===== src/rtl/dcwm_pkg.sv =====
// ----------------------------------------------------------------------------
// dcwm_pkg
// Shared types, constants and helpers for the dark channel window minimum.
// ----------------------------------------------------------------------------
`default_nettype none

package dcwm_pkg;

  localparam int unsigned PIX_W   = 8;
  localparam int unsigned IMG_W_W = 11;
  localparam int unsigned IMG_H_W = 13;
  localparam int unsigned RAD_W   = 3;
  localparam int unsigned CFG_W   = 13;
  // padded column and row counters, wide enough for the largest register values
  localparam int unsigned COL_W   = 12;
  localparam int unsigned ROW_W   = 14;
  localparam int unsigned SPAN_W  = 4;
  localparam int unsigned MAX_SPAN = 14;

  localparam logic [PIX_W-1:0] PAD_VALUE = 8'hFF;

  typedef enum logic [1:0] {
    REG_IMAGE_WIDTH  = 2'd0,
    REG_IMAGE_HEIGHT = 2'd1,
    REG_RADIUS       = 2'd2
  } dcwm_reg_e;

  typedef struct packed {
    logic [PIX_W-1:0] blue;
    logic [PIX_W-1:0] green;
    logic [PIX_W-1:0] red;
  } dcwm_in_t;

  typedef struct packed {
    logic [PIX_W-1:0] dark_value;
    logic             center_inside;
    logic             frame_done;
  } dcwm_out_t;

  typedef struct packed {
    logic rd_en;
    logic step_en;
    logic first;
  } dcwm_cell_ctl_t;

  function automatic logic [PIX_W-1:0] min8(input logic [PIX_W-1:0] a,
                                            input logic [PIX_W-1:0] b);
    return (a < b) ? a : b;
  endfunction

endpackage

`default_nettype wire


===== src/rtl/dcwm_rowmod.sv =====
// ----------------------------------------------------------------------------
// dcwm_rowmod
// Tracks row mod span for line slot selection; recomputed bit-serially
// after a radius change.
// ----------------------------------------------------------------------------
`default_nettype none

module dcwm_rowmod (
  input  logic                        clk_i,
  input  logic                        rst_ni,
  input  logic                        start_i,
  input  logic                        inc_i,
  input  logic                        clr_i,
  input  logic [dcwm_pkg::ROW_W-1:0]  row_i,
  input  logic [dcwm_pkg::SPAN_W-1:0] span_i,
  output logic                        busy_o,
  output logic [dcwm_pkg::SPAN_W-1:0] rem_o
);
  import dcwm_pkg::*;

  localparam int unsigned CNT_W = $clog2(ROW_W + 1);
  localparam int unsigned IDX_W = $clog2(ROW_W);

  logic [SPAN_W-1:0] rem_q;
  logic [CNT_W-1:0]  cnt_q;
  logic              busy_q;
  logic [IDX_W-1:0]  bit_idx;
  logic [SPAN_W:0]   shifted;
  logic [SPAN_W-1:0] rem_step;
  logic [SPAN_W-1:0] rem_inc;

  assign bit_idx = (cnt_q == '0) ? '0 : IDX_W'(cnt_q - CNT_W'(1));

  // restoring remainder, one row bit per cycle, msb first
  always_comb begin
    shifted = {rem_q, row_i[bit_idx]};
    if (shifted >= {1'b0, span_i}) begin
      rem_step = SPAN_W'(shifted - {1'b0, span_i});
    end else begin
      rem_step = shifted[SPAN_W-1:0];
    end
    rem_inc = rem_q + SPAN_W'(1);
    if (rem_inc == span_i) begin
      rem_inc = '0;
    end
  end

  always_ff @(posedge clk_i or negedge rst_ni) begin
    if (!rst_ni) begin
      rem_q  <= '0;
      cnt_q  <= '0;
      busy_q <= 1'b0;
    end else if (start_i) begin
      rem_q  <= '0;
      cnt_q  <= CNT_W'(ROW_W);
      busy_q <= 1'b1;
    end else if (busy_q) begin
      rem_q <= rem_step;
      cnt_q <= cnt_q - CNT_W'(1);
      if (cnt_q == CNT_W'(1)) begin
        busy_q <= 1'b0;
      end
    end else if (clr_i) begin
      rem_q <= '0;
    end else if (inc_i) begin
      rem_q <= rem_inc;
    end
  end

  assign busy_o = busy_q;
  assign rem_o  = rem_q;

endmodule

`default_nettype wire


===== config.mk =====
export PLATFORM = sky130hd
export DESIGN_NAME = dcwm_rowmod
export DESIGN_NICKNAME = d
export VERILOG_FILES = /design/src/rtl/dcwm_pkg.sv /design/src/rtl/dcwm_rowmod.sv
export SDC_FILE = /design/constraint.sdc
export NUM_CORES = 1
export LEC_CHECK = 0
export ABC_AREA = 1
export BUFFER_PORTS_ARGS = -buffer_cell sky130_fd_sc_hd__buf_2
export CAP_MARGIN = 0
export CORE_ASPECT_RATIO = 1.4
export CORE_MARGIN = 2
export CORE_UTILIZATION = 43
export CTS_BUF_LIST = sky130_fd_sc_hd__clkbuf_4
export DETAILED_ROUTE_END_ITERATION = 10
export PLACE_DENSITY = 0.64
export SLEW_MARGIN = 20
export SYNTH_ARGS = -nofsm -noshare
export SYNTH_HDL_FRONTEND = slang
export SYNTH_SLANG_ARGS = --single-unit

===== constraint.sdc =====
create_clock -name clk_i -period 3.5 [get_ports clk_i]
set_input_delay 0 -clock clk_i [delete_from_list [all_inputs] [get_ports clk_i]]
set_output_delay 0 -clock clk_i [all_outputs]
set_load 0.1 [all_outputs]

==> qor.txt, run 1 <==
Final Hold Vio Count: 0
status: complete, no violations
number of top-level pins: 28
setup tns final: 0 ns
DP HPWL: 2020 µm
Leak: 0.000701 µW
Worst Tran Pin Value: 0.485 ns
max_cap viols: 0
Max Slew Vio Count: 0
fin crit period: 2.71 ns
CTS Hold Bufs: 1
total wire length: 2350 µm
worst path buffer plus inverter count: 3
CTS max path bufs: 2
worst-path fanout max: 9
TritonCTS clock tree: built
period utilisation layout: 77.6%
Wirelength per Cell: 11.4 µm
most frequent cells in the layout: nand2_1, buf_2, nand3_1
1st-pass router iterations: 5
Critical Path End Type: flop
Critical Path Slowest Stage Cell: dfrtp_1
Levels on crit path: 21
post-cts resize count: 0
area leader, netlist: dfrtp_1
largest net degree at the start of global routing: 11
post-synthesis cell area: 1030 µm²
Area Growth Syn to Fin: 19.8%
port buffer count: 27
H-tree depth: 1
Critical Path Source Type: flop
gr usage total: 17.4%
worst reg-to-reg path cell count: 21
FMAX: 368 MHz
syn_nets: 184
nets@finish: 217
Seq cells post-synth: 9
critical-path cell list: inv_4 -> ha_1 -> inv_1 -> nand2_2 -> nand2_2 -> nor2_2 -> nand3_1 -> nand2_1 -> nand2_1 -> nand2_2 -> nand2_1 -> ha_1 -> nand2_1 -> nor2_1 -> nor3_2 -> nand2_1 -> inv_2 -> nand2_1 -> o211ai_1 -> nand3_1 -> nand2_1
die height: 62.0 µm
critical path's top delay family: simple AND/OR/NAND/NOR gates
Finish-stage setup viols: 0
GPL Wtd Cong: 0.857
Crit path largest cell delay: 0.46 ns
Avg Synthesized Cell Area: 6.79 µm²
hold slack: 0.0200 ns
Die Area: 2810 µm²
antenna viol nets, final: 0
Yosys top cell area share: 21.8%
worst hold path type: primary input to flop
pwr dens: 819 nW/µm²
root buffer cell: clkbuf_4
DRC viols: 0
worst endpoint required time: 3.71 ns
slew margin rel.: 67.9%
RSZ-0062 raised after global routing: no
GR Overflow Total: 0
Die Width: 45.4 µm
Post-Route Skew: 0.00756 ns
Area contributors post-synth: dfrtp_1, nand2_1, ha_1, nand3_1, inv_1
initial antenna violation count: 0
clock sinks: 9
Iteration-0 DRC Markers: 30
Starting Density: 44.1%
first-pass GRT wire length: 3680 µm
# diodes: 0
Top cell by count, worst path: nand2_1
commonest non-fill, non-tap cell in the layout: nand2_1
Worst-Skew Late Latency: 0.26 ns
Vias: 1,055
# rows: 21
critical path type: flop to flop
YS warnings: 0
Via density: 5.10
Hold Path Stages: 4
CTS Buf Count: 3
vias in the first global route: 949
Setup Buffers After CTS: 0
Post-Synthesis Cells: 152
CTS clk-pin slew, worst paths: 0.07 ns
Core ar.: 2340 µm²
peak supply drop: 0.417 mV
fraction of layout cells with a size suffix above 1: 28.8%
Yosys cell types: 29
Crit path arrival time: 2.92 ns
sequential area share after synthesis: 21.8%
-- final cells by class --
class	instances	area, µm²
Sequential cell	9	225
Tap cell	23	28.8
Fill cell	245	1100
Clock buffer	4	30.0
Timing Repair Buffer	28	145
Inverter	23	88.8
Multi-Input combinational cell	120	718
-- Yosys cell counts --
| cell | number |
|---|---|
| a21boi_2 | 1 |
| a21oi_1 | 3 |
| a21oi_2 | 1 |
| a22oi_1 | 3 |
| a31oi_1 | 1 |
| dfrtp_1 | 9 |
| fa_1 | 1 |
| ha_1 | 8 |
| inv_1 | 18 |
| inv_2 | 4 |
| inv_4 | 1 |
| nand2_1 | 42 |
| nand2_2 | 4 |
| nand2_4 | 3 |
| nand3_1 | 20 |
| nand3_2 | 3 |
| nand3b_1 | 1 |
| nand4_1 | 1 |
| nor2_1 | 12 |
| nor2_2 | 2 |
| nor2_4 | 1 |
| nor3_1 | 1 |
| nor3_2 | 1 |
| nor3_4 | 1 |
| o211ai_1 | 2 |
| o21ai_0 | 2 |
| o21ai_1 | 1 |
| xnor2_1 | 2 |
| xor2_1 | 3 |
-- sequential cells by signal, indices dropped and copies added, names as in the netlist --
name,flops
rem_o,4
cnt_q,4
busy_o,1
-- stage by stage --
stage	setup slack, ns	power, µW	instances	utilization [%]	cell area, µm²
4_1_cts	0.753	1020	207	52.9	1240
3_3_place_gp	0.843	922	202	51.2	1200
5_1_grt	0.516	1110	207	52.9	1240
6_report	0.785	1010	207	52.9	1240
2_1_floorplan	0.999	785	152	-	1030
3_5_place_dp	0.759	930	202	51.2	1200
-- path summary, 6_finish.rpt --
path | endpoint | slack (ns) | from
worst max register to register | rem_o[1] | 0.79 | cnt_q[0]
worst min register to register | rem_o[3] | 0.60 | rem_o[3]
worst max-delay path | rem_o[1] | 0.79 | cnt_q[0]
max in group asynchronous | cnt_q[0] | 3.20 | rst_ni
min in group asynchronous | rem_o[3] | 0.11 | rst_ni
worst min-delay path | rem_o[1] | 0.02 | inc_i
-- power by group --
group	switching (µW)	internal, µW
Sequential	56.6	137
Combinational	481	247
Clock	38.5	51.7
-- worst reg2reg max path: cells and delay by family (launching register included) --
kind,cells,cell delay [ns]
buf+inv,3,0.32
flops,1,0.46
simple gates,15,1.24
compound gates,1,0.11
fa+ha+maj,2,0.54
-- kinds of logic after synthesis --
family | synth area share (%)
and+or+nand+nor | 44.6
buffers and inverters | 8.61
AOI/OAI and AO/OA | 9.09
adders and majority gates | 11.6
DFF | 21.8
xor gates and xnor gates | 4.24
-- layer usage --
metal | share of wire, % | GRT usage (%)
met4 | 0.60 | 2.52
met2 | 57 | 37.2
met3 | 2.0 | 2.60
met5 | 0 | 0
met1 | 40 | 17.0
Power figures use the tool's default switching activity.
==> inputs of run 2 (changes only) <==
ABC_AREA = 0   (was 1)
PLACE_DENSITY = 0.65   (was 0.64)
clock period = 2.7 ns   (was 3.5 ns; I/O delays follow)
==> run 2 against run 1 <==
Effect of this change: the run now ends with setup timing left; first-iteration DRC count is 47% lower; count of clock-buffer cells in the layout stayed put; via count up 1.7%; sequential power grew 16%; fmax shrank 0.66%; wire length is 8.5% higher; worst hold slack improved by 0.079 ns; synthesized cell count is 20% lower; global-route usage increased by 3.7 points; critical path type unchanged; largest cell class unchanged.
==> qor.txt, run 2 <==
syn_nets: 154 (-16%)
DRC viols: 0 (unchanged)
sequential area share after synthesis: 22.1% (+0.32 points)
Die Width: 45.1 µm (-0.67%)
DP HPWL: 2130 µm (+5.2%)
reg2reg end: rem_o[1]
first-pass GRT wire length: 4320 µm (+17%)
GR Overflow Total: 0 (unchanged)
CTS Buf Count: 3 (unchanged)
Finish-stage setup viols: 2 (+2)
Worst Tran Pin Value: 0.487 ns (+0.00234 ns)
port buffer count: 27 (unchanged)
commonest non-fill, non-tap cell in the layout: buf_2
failing checks: setup timing
Vias: 1,073 (+1.7%)
fraction of layout cells with a size suffix above 1: 36.7% (+7.9 points)
area share of xor/xnor cells in the synthesized design: 9.23% (+5.0 points)
Max Slew Vio Count: 0 (unchanged)
final std cells w/o fill: 188 (-9.2%)
Avg Synthesized Cell Area: 8.34 µm² (+23%)
Hold Path Stages: 4 (unchanged)
Final Util: 63.1% (+10 points)
ys flop type: dfrtp_1
Die Area: 2780 µm² (-1.3%)
worst-path fanout max: 4 (-5)
gr usage total: 21.1% (+3.7 points)
Post-Synth Simple-Gate Area: 24.1% (-20 points)
Synth Area in Adders: 11.8% (+0.17 points)
period utilisation layout: 101% (+24 points)
GPL Wtd Cong: 0.844 (-1.5%)
most frequent cells in the layout: buf_2, buf_4, nand2_1
worst hold path type: primary input to flop
worst endpoint required time: 2.87 ns (-0.84 ns)
ys async rst share: 100% (unchanged)
RSZ-0062 raised after global routing: yes
Yosys cell types: 42 (+45%)
1st-pass router iterations: 4 (-1)
antenna viol nets, final: 0 (unchanged)
CTS clk-pin slew, worst paths: 0.06 ns (about the same)
final worst slack: -0.0326 ns (-0.818 ns)
Crit path arrival time: 2.90 ns (-0.02 ns)
nets@finish: 199 (-8.3%)
# rows: 20 (-4.8%)
Seq cells post-synth: 9 (unchanged)
slew margin rel.: 67.8% (-0.15 points)
area leader, netlist: dfrtp_1
Post-Synthesis Cells: 122 (-20%)
vias in the first global route: 1,024 (+7.9%)
Wirelength per Cell: 13.6 µm (+19%)
top-count cell post-synth: nand2_1
largest family of logic cells by synthesized area: simple AND/OR/NAND/NOR gates
Yosys top cell area share: 22.1% (+0.32 points)
Core ar.: 2200 µm² (-5.8%)
post-synthesis cell area: 1020 µm² (-1.5%)
die height: 61.6 µm (-0.68%)
min-delay src: span_i[3]
CTS max path bufs: 2 (unchanged)
Post-Route Skew: 0.00839 ns (+0.000829 ns)
Area Growth Syn to Fin: 36.5%
pwr dens: 784 nW/µm² (-4.2%)
fin crit period: 2.73 ns (+0.0180 ns)
Post-Place Worst Slack: -0.148 ns (-0.907 ns)
Compound-Gate Fraction of Synth Area: 19.8% (+11 points)
hold path endpoint: rem_o[3]
# diodes: 0 (unchanged)
Iteration-0 DRC Markers: 16 (-47%)
total wire length: 2550 µm (+8.5%)
number of synthesized flops with an enable pin: 0 (unchanged)
clock sinks: 9 (unchanged)
reg2reg setup slack: -0.03 ns (-0.82 ns)
TritonCTS clock tree: built
Worst-Skew Late Latency: 0.26 ns (about the same)
FMAX: 366 MHz (-0.66%)
Post-synth top cells: nand2_1, dfrtp_1, inv_1
Final Hold Vio Count: 0 (unchanged)
Starting Density: 46.2% (+2.1 points)
Via density: 5.71 (+12%)
placed cells: 180 (-11%)
peak supply drop: 0.608 mV (+46%)
number of top-level pins: 28 (unchanged)
root buffer cell: clkbuf_4
FF-to-FF Start: cnt_q[0]
largest net degree at the start of global routing: 15 (+4)
status: finished, violations left
worst reg-to-reg path cell count: 11 (-48%)
Critical Path Source Type: flop
multiplexer area fraction after synthesis: 8.24% (+8.2 points)
Critical Path End Type: flop
Leak: 0.000663 µW (-5.5%)
initial antenna violation count: 0 (unchanged)
H-tree depth: 1 (unchanged)
critical path type: flop to flop
max_cap viols: 0 (unchanged)
Area contributors post-synth: dfrtp_1, ha_1, xnor2_1, mux2i_1, nand2_1
YS warnings: 0 (unchanged)
Design Power: 1090 µW (+7.6%)
[run 2: logic make-up (layout without fill, tap and decap cells)]
family                     count (synthesis)  in the layout
buffers and inverters                     12             56
adders and majority gates                  9              9
AOI/OAI and AO/OA                         31             31
and+or+nand+nor                           45             45
xor gates and xnor gates                   9              9
muxes                                      7              7
DFF                                        9              9
[run 2: how the worst max path moves through the flow]
stage / from / to / cells after the start
after detailed placement: cnt_q[0] / rem_o[1] / 11
final: cnt_q[0] / rem_o[1] / 11
after floorplan: cnt_q[0] / rem_o[1] / 13
after global routing: cnt_q[0] / rem_o[2] / 13
after CTS: cnt_q[0] / rem_o[1] / 12
after global placement: cnt_q[0] / rem_o[1] / 11
[run 2: metrics by stage]
stage / hold WS [ns] / setup TNS [ns] / instance area [µm²]
2_1_floorplan: -0.296 / -0.134 / 1080
3_3_place_gp: -0.140 / -0.0843 / 1310
3_5_place_dp: -0.137 / -0.300 / 1310
4_1_cts: 0.102 / -0.165 / 1380
5_1_grt: 0.102 / -0.434 / 1390
6_report: 0.0992 / -0.0633 / 1390
[run 2: timing repair]
item	CTS	global route
resized for setup	2	2
hold buffers	2	0
pin swaps	5	3
setup buffers	2	0
setup endpoints to repair	3	4
endpoints found under the hold margin	10	0
[run 2: area by class of cell]
type / count / area, µm²
Multi-Input combinational cell: 101 / 810
Tap cell: 22 / 27.5
Inverter: 9 / 36.3
Fill cell: 212 / 813
Clock buffer: 4 / 30.0
Sequential cell: 9 / 225
Timing Repair Buffer: 43 / 260
[run 2: worst max-delay path, stage by stage (launching register included)]
cell and delay [ns]:
dfrtp_1 0.41, inv_4 0.05, ha_4 0.15, nor3b_4 0.15
a21o_1 0.16, a211o_1 0.29, a32o_2 0.29, buf_4 0.14
ha_1 0.19, fa_2 0.40, mux2_4 0.27, o211ai_1 0.15
[run 2: power by group]
group,switching (µW),internal (µW)
Combinational,443,310
Sequential,60.7,164
Clock,45.3,66.8
[run 2: per-layer routing]
metal / vias to the layer above / global-route usage, % / part of all wire (%)
met1: 496 / 23.0 / 38
met4: 0 / 12.2 / 4.8
met2: 32 / 39.0 / 54
met5: - / 0 / 0
li1: 535 / - / -
met3: 10 / 1.76 / 3.5
